===== src/hdl/mm4_pkg.sv =====
// Shared constants, codes and command/status types for the 4x4 matrix multiplier.
package mm4_pkg;

   // Element format: signed fixed point, DATA_WIDTH bits with FRAC_BITS fraction bits
   localparam int DATA_WIDTH  = 32;
   localparam int FRAC_BITS   = 16;
   localparam int FIELD_WIDTH = 32;
   localparam int CMD_WIDTH   = 2;

   // Matrix geometry
   localparam int DIM         = 4;
   localparam int CELLS       = DIM * DIM;
   localparam int DIM_BITS    = $clog2(DIM);
   localparam int INDEX_WIDTH = $clog2(CELLS);

   // Datapath widths: exact product, exact sum of DIM products
   localparam int PROD_WIDTH  = 2 * DATA_WIDTH;
   localparam int SUM_WIDTH   = PROD_WIDTH + DIM_BITS;

   // Command codes on the request channel
   localparam logic [CMD_WIDTH-1:0] CMD_WRITE_LEFT  = 2'd0;
   localparam logic [CMD_WIDTH-1:0] CMD_WRITE_RIGHT = 2'd1;
   localparam logic [CMD_WIDTH-1:0] CMD_MULTIPLY    = 2'd2;

   localparam logic [INDEX_WIDTH-1:0] LAST_INDEX = INDEX_WIDTH'(CELLS - 1);
   localparam logic [DIM_BITS-1:0]    LAST_K     = DIM_BITS'(DIM - 1);

   // Controller to datapath
   typedef struct packed {
      logic                   wr_left;
      logic                   wr_right;
      logic [INDEX_WIDTH-1:0] wr_index;
      logic                   rd_en;
      logic [INDEX_WIDTH-1:0] rd_left_addr;
      logic [INDEX_WIDTH-1:0] rd_right_addr;
      logic                   first;
      logic                   final_term;
      logic [INDEX_WIDTH-1:0] out_index;
   } cmd_type;

   // Datapath to controller
   typedef struct packed {
      logic sum_ready;
   } status_type;

endpackage


===== src/hdl/mm4_datapath.sv =====
// Datapath: element stores, multiply-accumulate pipeline, saturation and result register.
module mm4_datapath (
   input  logic                                 clock,
   input  logic                                 reset,
   input  mm4_pkg::cmd_type                     cmd,
   input  logic signed [mm4_pkg::FIELD_WIDTH-1:0] req_element_value,
   output mm4_pkg::status_type                  status,
   output logic [mm4_pkg::INDEX_WIDTH-1:0]      rsp_result_index,
   output logic signed [mm4_pkg::FIELD_WIDTH-1:0] rsp_result_value,
   output logic                                 rsp_last
);
   import mm4_pkg::*;

   localparam logic signed [DATA_WIDTH-1:0] SAT_MAX = {1'b0, {(DATA_WIDTH-1){1'b1}}};
   localparam logic signed [DATA_WIDTH-1:0] SAT_MIN = {1'b1, {(DATA_WIDTH-1){1'b0}}};

   logic [DATA_WIDTH-1:0] left_mem  [CELLS];
   logic [DATA_WIDTH-1:0] right_mem [CELLS];

   logic signed [DATA_WIDTH-1:0] a_ff, b_ff;
   logic                         v1_ff, first1_ff, final1_ff;
   logic signed [PROD_WIDTH-1:0] prod_ff;
   logic                         v2_ff, first2_ff, final2_ff;
   logic signed [SUM_WIDTH-1:0]  acc_ff;
   logic                         done_ff;

   logic signed [SUM_WIDTH-1:0]       shifted;
   logic [SUM_WIDTH-DATA_WIDTH:0]     upper;
   logic signed [DATA_WIDTH-1:0]      sat_value;

   logic [INDEX_WIDTH-1:0]          out_index_ff;
   logic signed [FIELD_WIDTH-1:0]   out_value_ff;
   logic                            out_last_ff;

   // Element stores: one write and one registered read per cycle each
   always_ff @(posedge clock) begin
      if (cmd.wr_left) begin
         left_mem[cmd.wr_index] <= req_element_value[DATA_WIDTH-1:0];
      end
      if (cmd.wr_right) begin
         right_mem[cmd.wr_index] <= req_element_value[DATA_WIDTH-1:0];
      end
      if (cmd.rd_en) begin
         a_ff <= left_mem[cmd.rd_left_addr];
         b_ff <= right_mem[cmd.rd_right_addr];
      end
   end

   // Pipeline tags
   always_ff @(posedge clock) begin
      if (reset) begin
         v1_ff   <= 1'b0;
         v2_ff   <= 1'b0;
         done_ff <= 1'b0;
      end else begin
         v1_ff   <= cmd.rd_en;
         v2_ff   <= v1_ff;
         done_ff <= v2_ff && final2_ff;
      end
   end

   // Multiply stage, then accumulate stage
   always_ff @(posedge clock) begin
      first1_ff <= cmd.first;
      final1_ff <= cmd.final_term;
      first2_ff <= first1_ff;
      final2_ff <= final1_ff;
      prod_ff   <= a_ff * b_ff;
      if (v2_ff) begin
         if (first2_ff) begin
            acc_ff <= SUM_WIDTH'(prod_ff);
         end else begin
            acc_ff <= acc_ff + SUM_WIDTH'(prod_ff);
         end
      end
   end

   // Drop fraction bits (floor), saturate when the upper bits are not a sign extension
   always_comb begin
      shifted = acc_ff >>> FRAC_BITS;
      upper   = shifted[SUM_WIDTH-1:DATA_WIDTH-1];
      if ((&upper) || !(|upper)) begin
         sat_value = shifted[DATA_WIDTH-1:0];
      end else if (shifted[SUM_WIDTH-1]) begin
         sat_value = SAT_MIN;
      end else begin
         sat_value = SAT_MAX;
      end
   end

   // Result word register
   always_ff @(posedge clock) begin
      if (done_ff) begin
         out_index_ff <= cmd.out_index;
         out_value_ff <= FIELD_WIDTH'(sat_value);
         out_last_ff  <= (cmd.out_index == LAST_INDEX);
      end
   end

   assign status.sum_ready = done_ff;
   assign rsp_result_index = out_index_ff;
   assign rsp_result_value = out_value_ff;
   assign rsp_last         = out_last_ff;

endmodule


===== src/hdl/mm4_control.sv =====
// Controller: accepts words, sequences element and term counters, hands out results.
module mm4_control (
   input  logic                              clock,
   input  logic                              reset,
   input  logic                              req_valid,
   output logic                              req_ready,
   input  logic [mm4_pkg::CMD_WIDTH-1:0]     req_command,
   input  logic [mm4_pkg::INDEX_WIDTH-1:0]   req_element_index,
   output logic                              rsp_valid,
   input  logic                              rsp_ready,
   output mm4_pkg::cmd_type                  cmd,
   input  mm4_pkg::status_type               status
);
   import mm4_pkg::*;

   localparam logic [1:0] ST_IDLE  = 2'd0;
   localparam logic [1:0] ST_MAC   = 2'd1;
   localparam logic [1:0] ST_DRAIN = 2'd2;
   localparam logic [1:0] ST_EMIT  = 2'd3;

   logic [1:0]             state_ff, state_in;
   logic [INDEX_WIDTH-1:0] elem_ff, elem_in;
   logic [DIM_BITS-1:0]    k_ff, k_in;
   logic                   req_take;

   assign req_ready = (state_ff == ST_IDLE);
   assign rsp_valid = (state_ff == ST_EMIT);
   assign req_take  = req_valid && req_ready;

   // Commands to the datapath
   always_comb begin
      cmd.wr_left       = req_take && (req_command == CMD_WRITE_LEFT);
      cmd.wr_right      = req_take && (req_command == CMD_WRITE_RIGHT);
      cmd.wr_index      = req_element_index;
      cmd.rd_en         = (state_ff == ST_MAC);
      // left(row, k) at k*DIM+row, right(k, col) at col*DIM+k
      cmd.rd_left_addr  = {k_ff, elem_ff[DIM_BITS-1:0]};
      cmd.rd_right_addr = {elem_ff[INDEX_WIDTH-1:DIM_BITS], k_ff};
      cmd.first         = (k_ff == '0);
      cmd.final_term    = (k_ff == LAST_K);
      cmd.out_index     = elem_ff;
   end

   // Next state
   always_comb begin
      state_in = state_ff;
      elem_in  = elem_ff;
      k_in     = k_ff;
      case (state_ff)
         ST_IDLE: begin
            if (req_take && (req_command == CMD_MULTIPLY)) begin
               elem_in  = '0;
               k_in     = '0;
               state_in = ST_MAC;
            end
         end
         ST_MAC: begin
            k_in = k_ff + 1'b1;
            if (k_ff == LAST_K) begin
               state_in = ST_DRAIN;
            end
         end
         ST_DRAIN: begin
            if (status.sum_ready) begin
               state_in = ST_EMIT;
            end
         end
         ST_EMIT: begin
            if (rsp_ready) begin
               if (elem_ff == LAST_INDEX) begin
                  state_in = ST_IDLE;
               end else begin
                  elem_in  = elem_ff + 1'b1;
                  k_in     = '0;
                  state_in = ST_MAC;
               end
            end
         end
         default: begin
            state_in = ST_IDLE;
         end
      endcase
   end

   always_ff @(posedge clock) begin
      if (reset) begin
         state_ff <= ST_IDLE;
         elem_ff  <= '0;
         k_ff     <= '0;
      end else begin
         state_ff <= state_in;
         elem_ff  <= elem_in;
         k_ff     <= k_in;
      end
   end

endmodule


===== src/hdl/matrix4_multiply.sv =====
// Top level of the 4x4 signed fixed-point matrix multiplier.
//
//   channel | direction | handshake             | payload
//   req_    | in        | req_valid / req_ready | command, element_index, element_value
//   rsp_    | out       | rsp_valid / rsp_ready | result_index, result_value, last
//
// A write word is stored in its element store as it is taken. A multiply word runs
// one shared 32x32 multiplier over four terms per element: the four term reads,
// the operand, product and sum registers, then the result register offered on rsp_,
// which holds while rsp_ready stays low. No new word is taken while a multiply runs.
// Synchronous reset returns the controller to idle; matrix contents are not cleared.
module matrix4_multiply (
   input  logic                                   clock,
   input  logic                                   reset,
   input  logic                                   req_valid,
   output logic                                   req_ready,
   input  logic [mm4_pkg::CMD_WIDTH-1:0]          req_command,
   input  logic [mm4_pkg::INDEX_WIDTH-1:0]        req_element_index,
   input  logic signed [mm4_pkg::FIELD_WIDTH-1:0] req_element_value,
   output logic                                   rsp_valid,
   input  logic                                   rsp_ready,
   output logic [mm4_pkg::INDEX_WIDTH-1:0]        rsp_result_index,
   output logic signed [mm4_pkg::FIELD_WIDTH-1:0] rsp_result_value,
   output logic                                   rsp_last
);
   import mm4_pkg::*;

   cmd_type    cmd;
   status_type status;

   mm4_control u_control (
      .clock             (clock),
      .reset             (reset),
      .req_valid         (req_valid),
      .req_ready         (req_ready),
      .req_command       (req_command),
      .req_element_index (req_element_index),
      .rsp_valid         (rsp_valid),
      .rsp_ready         (rsp_ready),
      .cmd               (cmd),
      .status            (status)
   );

   mm4_datapath u_datapath (
      .clock             (clock),
      .reset             (reset),
      .cmd               (cmd),
      .req_element_value (req_element_value),
      .status            (status),
      .rsp_result_index  (rsp_result_index),
      .rsp_result_value  (rsp_result_value),
      .rsp_last          (rsp_last)
   );

endmodule


===== config.mk =====
export PLATFORM = sky130hd
export DESIGN_NAME = matrix4_multiply
export DESIGN_NICKNAME = d
export VERILOG_FILES = /design/src/hdl/mm4_pkg.sv /design/src/hdl/mm4_datapath.sv /design/src/hdl/mm4_control.sv /design/src/hdl/matrix4_multiply.sv
export SDC_FILE = /design/constraint.sdc
export NUM_CORES = 2
export LEC_CHECK = 0
export BUFFER_PORTS_ARGS = -buffer_cell sky130_fd_sc_hd__buf_2
export CAP_MARGIN = 0
export CORE_AREA = 8 8 448 450
export DETAILED_ROUTE_END_ITERATION = 6
export DIE_AREA = 0 0 456 458
export PLACE_DENSITY_LB_ADDON = 0.1
export SETUP_SLACK_MARGIN = 0.3
export SYNTH_ARGS = -nofsm -noshare
export SYNTH_HDL_FRONTEND = slang
export SYNTH_HIERARCHICAL = 1
export SYNTH_SLANG_ARGS = --single-unit

===== constraint.sdc =====
create_clock -name clock -period 16.1 [get_ports clock]
set_clock_uncertainty 0.2 [all_clocks]
set_input_delay 1.61 -clock clock [delete_from_list [all_inputs] [get_ports clock]]
set_output_delay 1.61 -clock clock [all_outputs]
set_load 0.01 [all_outputs]

==> results.md <==
* Outcome: finished, final reports clean
* Drt total wl at 220.3 mm
* Synth Area in Compound Gates at 3.920%
* Arrival @ worst endpoint at 9.96 ns
* Crit start category: register
* Clock root cell: clkbuf_16
* P&R area growth vs syn at 9.363%
* Hold path start: u_datapath/final1_ff$_DFF_P_
* Post-Syn Area per Cell at 13.53 µm²
* Resized Gates After CTS at 0
* MaxCap Viol Count at 0
* Pin count of the biggest net entering global routing at 94
* Sequential element share of the synthesized area at 43.23%
* Relative slew slack at 17.63%
* Iteration-0 DRC Markers at 3,563
* Vias in the first global route at 53,055
* HP Class: reg2reg
* Placer Congestion at 0.8538
* Final hold slack at 0.1257 ns
* R2R Setup Slk at 6.55 ns
* Ys async rst share at 0%
* R2R Path Start: u_datapath/a_ff[31]$_DFFE_PP_
* RR Endpoint: u_datapath/prod_ff[62]$_DFF_P_
* Netlist cell types at 85
* DRT Pass-1 Iters at 5
* Vias per cell at 5.396
* Detail Route Antenna Nets at 0
* Cts bufs inserted at 140
* Top area cells in the synthesized netlist: edfxtp_1, fa_1, mux4_2, inv_1, and2_1
* Min-Delay Path Depth at 0
* Crit share post-route at 59.33%
* Clock sink count at 1,270
* Row cnt at 162
* Grt total ovfl at 0
* Flops & latches, synth at 1,270
* Wire per inst at 24.33 µm
* Share of layout cells above drive strength 1 at 12.16%
* Post-synthesis adder-cell area fraction at 28.84%
* Gr usage total at 21.16%
* Global-route wire length before repair at 336.8 mm
* Clk slew on worst S/H paths at 0.06 ns
* Post-synth net total at 7,767
* Initial antenna violation count at 16
* Core ar. at 0.1936 mm²
* RSZ-0062 raised after global routing: no
* Max-slew violations at 0
* Die area at 0.2088 mm²
* Synth Area in Simple Gates at 8.274%
* # setup viols final at 0
* WP data required at 16.51 ns
* Port bufs at 80
* Setup CP Type: reg2reg
* Post-synthesis mux area share at 8.381%
* Crit Path Max Fanout at 32
* # Post-CTS Setup Buffers at 0
* Clock Path Buffers at 3
* Main combinational cell family by area after synthesis: adder cells
* Setup crit end kind: register
* Synth Area in XOR/XNOR at 1.308%
* I/O pins at 81
* Post-synth EDFFs at 1,191
* Netlist Area Pre-Place at 0.08638 mm²
* Die height at 458 µm
* Mapped Cells at 6,384
* Highest clock rate at 104.7 MHz
* Post-CTS Hold Buffers at 0
* Final hold viol count at 0
* Post-layout minimum cycle time at 9.552 ns
* Hold endpoint: u_datapath/final2_ff$_DFF_P_
* H-tree Lvls at 4
* Nets at 7,774
* Ys flop type: edfxtp_1
* Drt drc at 0
* Worst slew pin tran at 1.234 ns
* Vias at 48,860
* CTS tree: yes
* Yosys top cell by area: edfxtp_1
* Die X at 456 µm
* R2R cell count at 27
* Post-synth top area share at 41.40%
* Clk Latency, worst-skew pair at 0.78 ns
* Hpwl dp at 151.1 mm
* Setup TNS at 0 ns
* Starting Density at 44.62%
* Yosys warning count at 6
[cells by family (layout without fill, tap and decap cells)]
logic type      after synthesis  in the layout
simple gates               1435           1435
buf+inv                    1378           1500
fa+ha+maj                  1341           1341
flops                      1270           1270
compound gates              508            508
mux                         323            323
xor+xnor                    129            129
other cells                   0              7
[cell usage after synthesis (all sizes together), types with 18 or more instances]
master     n
ha       258
clkbuf   286
nand2b    23
a211oi    18
a21oi    126
buf       42
and2     527
xor2      43
o21bai    20
fa      1083
nor2     108
o21ai    136
nand2    623
inv     1050
nand4     31
dfxtp     79
xnor2     86
a21o     108
nand3     38
nor3      21
edfxtp  1191
mux4     320
[layer usage]
| layer | vias to the layer above | GRT usage [%] | wire length [µm] |
|---|---|---|---|
| met1 | 26030 | 30.02 | 99090 |
| met4 | 2 | 4.375 | 3928 |
| li1 | 21265 | - | - |
| met5 | - | 0 | 11 |
| met3 | 260 | 3.412 | 12700 |
| met2 | 1303 | 34.84 | 104600 |
[final cells by class]
type	count	area [µm²]
Fill cell	16834	99100
Multi-Input combinational cell	3736	44080
Sequential cell	1270	37370
Inverter	1050	3941
Clock buffer	168	3608
Tap cell	2542	3181
Timing Repair Buffer	193	1261
Clock inverter	89	1002
Antenna cell	7	17.52
[placed cells by master (no fill, tap or decap), drive strengths merged, types with 16 or more instances in the layout]
master,instances
buf,193
nor3,21
a21oi,126
xor2,43
fa,1083
inv,1057
ha,258
nor2,108
mux4,320
a21o,108
nor2b,16
edfxtp,1191
o21bai,20
xnor2,86
o21ai,136
nand3,38
and2,527
dfxtp,79
clkbuf,168
o21a,16
a211oi,18
nand2b,23
nand2,623
nand4,31
clkinv,68
[through the flow]
step	worst slack, ns	std cells	utilization, %	instance area (µm²)
floorplan	7.885	6384	-	86380
global placement	6.665	8791	46.41	89840
detailed placement	6.479	8791	46.41	89840
CTS	6.451	9048	48.79	94450
global route	5.956	9048	48.79	94450
finish	6.548	9055	48.80	94470
[state kept, by name (all words and copies together) (netlist names), 4 cells and up]
| name | cells |
|---|---|
| u_control/elem_ff | 4 |
| u_datapath/b_ff | 32 |
| u_datapath/left_mem | 512 |
| u_datapath/right_mem | 512 |
| u_datapath/prod_ff | 64 |
| u_datapath/rsp_result_value | 32 |
| u_datapath/acc_ff | 66 |
| u_datapath/a_ff | 32 |
| u_datapath/rsp_result_index | 4 |
[worst max-delay path, stage by stage, from the launching register on]
cell and delay (ns):
edfxtp_1 1.10, nand2_1 0.31, inv_1 0.18, fa_1 0.50, fa_1 0.65, inv_1 0.11, fa_1 0.54, inv_1 0.07
fa_1 0.92, inv_1 0.36, fa_1 0.57, inv_1 0.06, fa_1 0.53, inv_1 0.05, fa_1 0.47, inv_1 0.05
fa_1 0.44, ha_1 0.35, a21o_1 0.21, a21o_1 0.17, a21oi_1 0.21, o31ai_1 0.12, nor3_2 0.25, o21ai_1 0.18
a2111o_1 0.42, a21oi_1 0.16, o21ai_1 0.09, xor2_1 0.14
[how the worst max path moves through the flow]
stage	from	end	slack, ns
2_1_floorplan	u_datapath/a_ff[31]$_DFFE_PP_	u_datapath/prod_ff[62]$_DFF_P_	7.89
3_3_place_gp	u_datapath/a_ff[31]$_DFFE_PP_	u_datapath/prod_ff[62]$_DFF_P_	6.66
3_5_place_dp	u_datapath/a_ff[31]$_DFFE_PP_	u_datapath/prod_ff[62]$_DFF_P_	6.48
4_1_cts	u_datapath/a_ff[31]$_DFFE_PP_	u_datapath/prod_ff[62]$_DFF_P_	6.45
5_1_grt	u_datapath/a_ff[31]$_DFFE_PP_	u_datapath/prod_ff[62]$_DFF_P_	5.96
6_report	u_datapath/a_ff[31]$_DFFE_PP_	u_datapath/prod_ff[62]$_DFF_P_	6.55
Power is left out: the tool's default activity adds up to more than one toggle a clock period on the data nets, which glitch-free logic cannot reach.
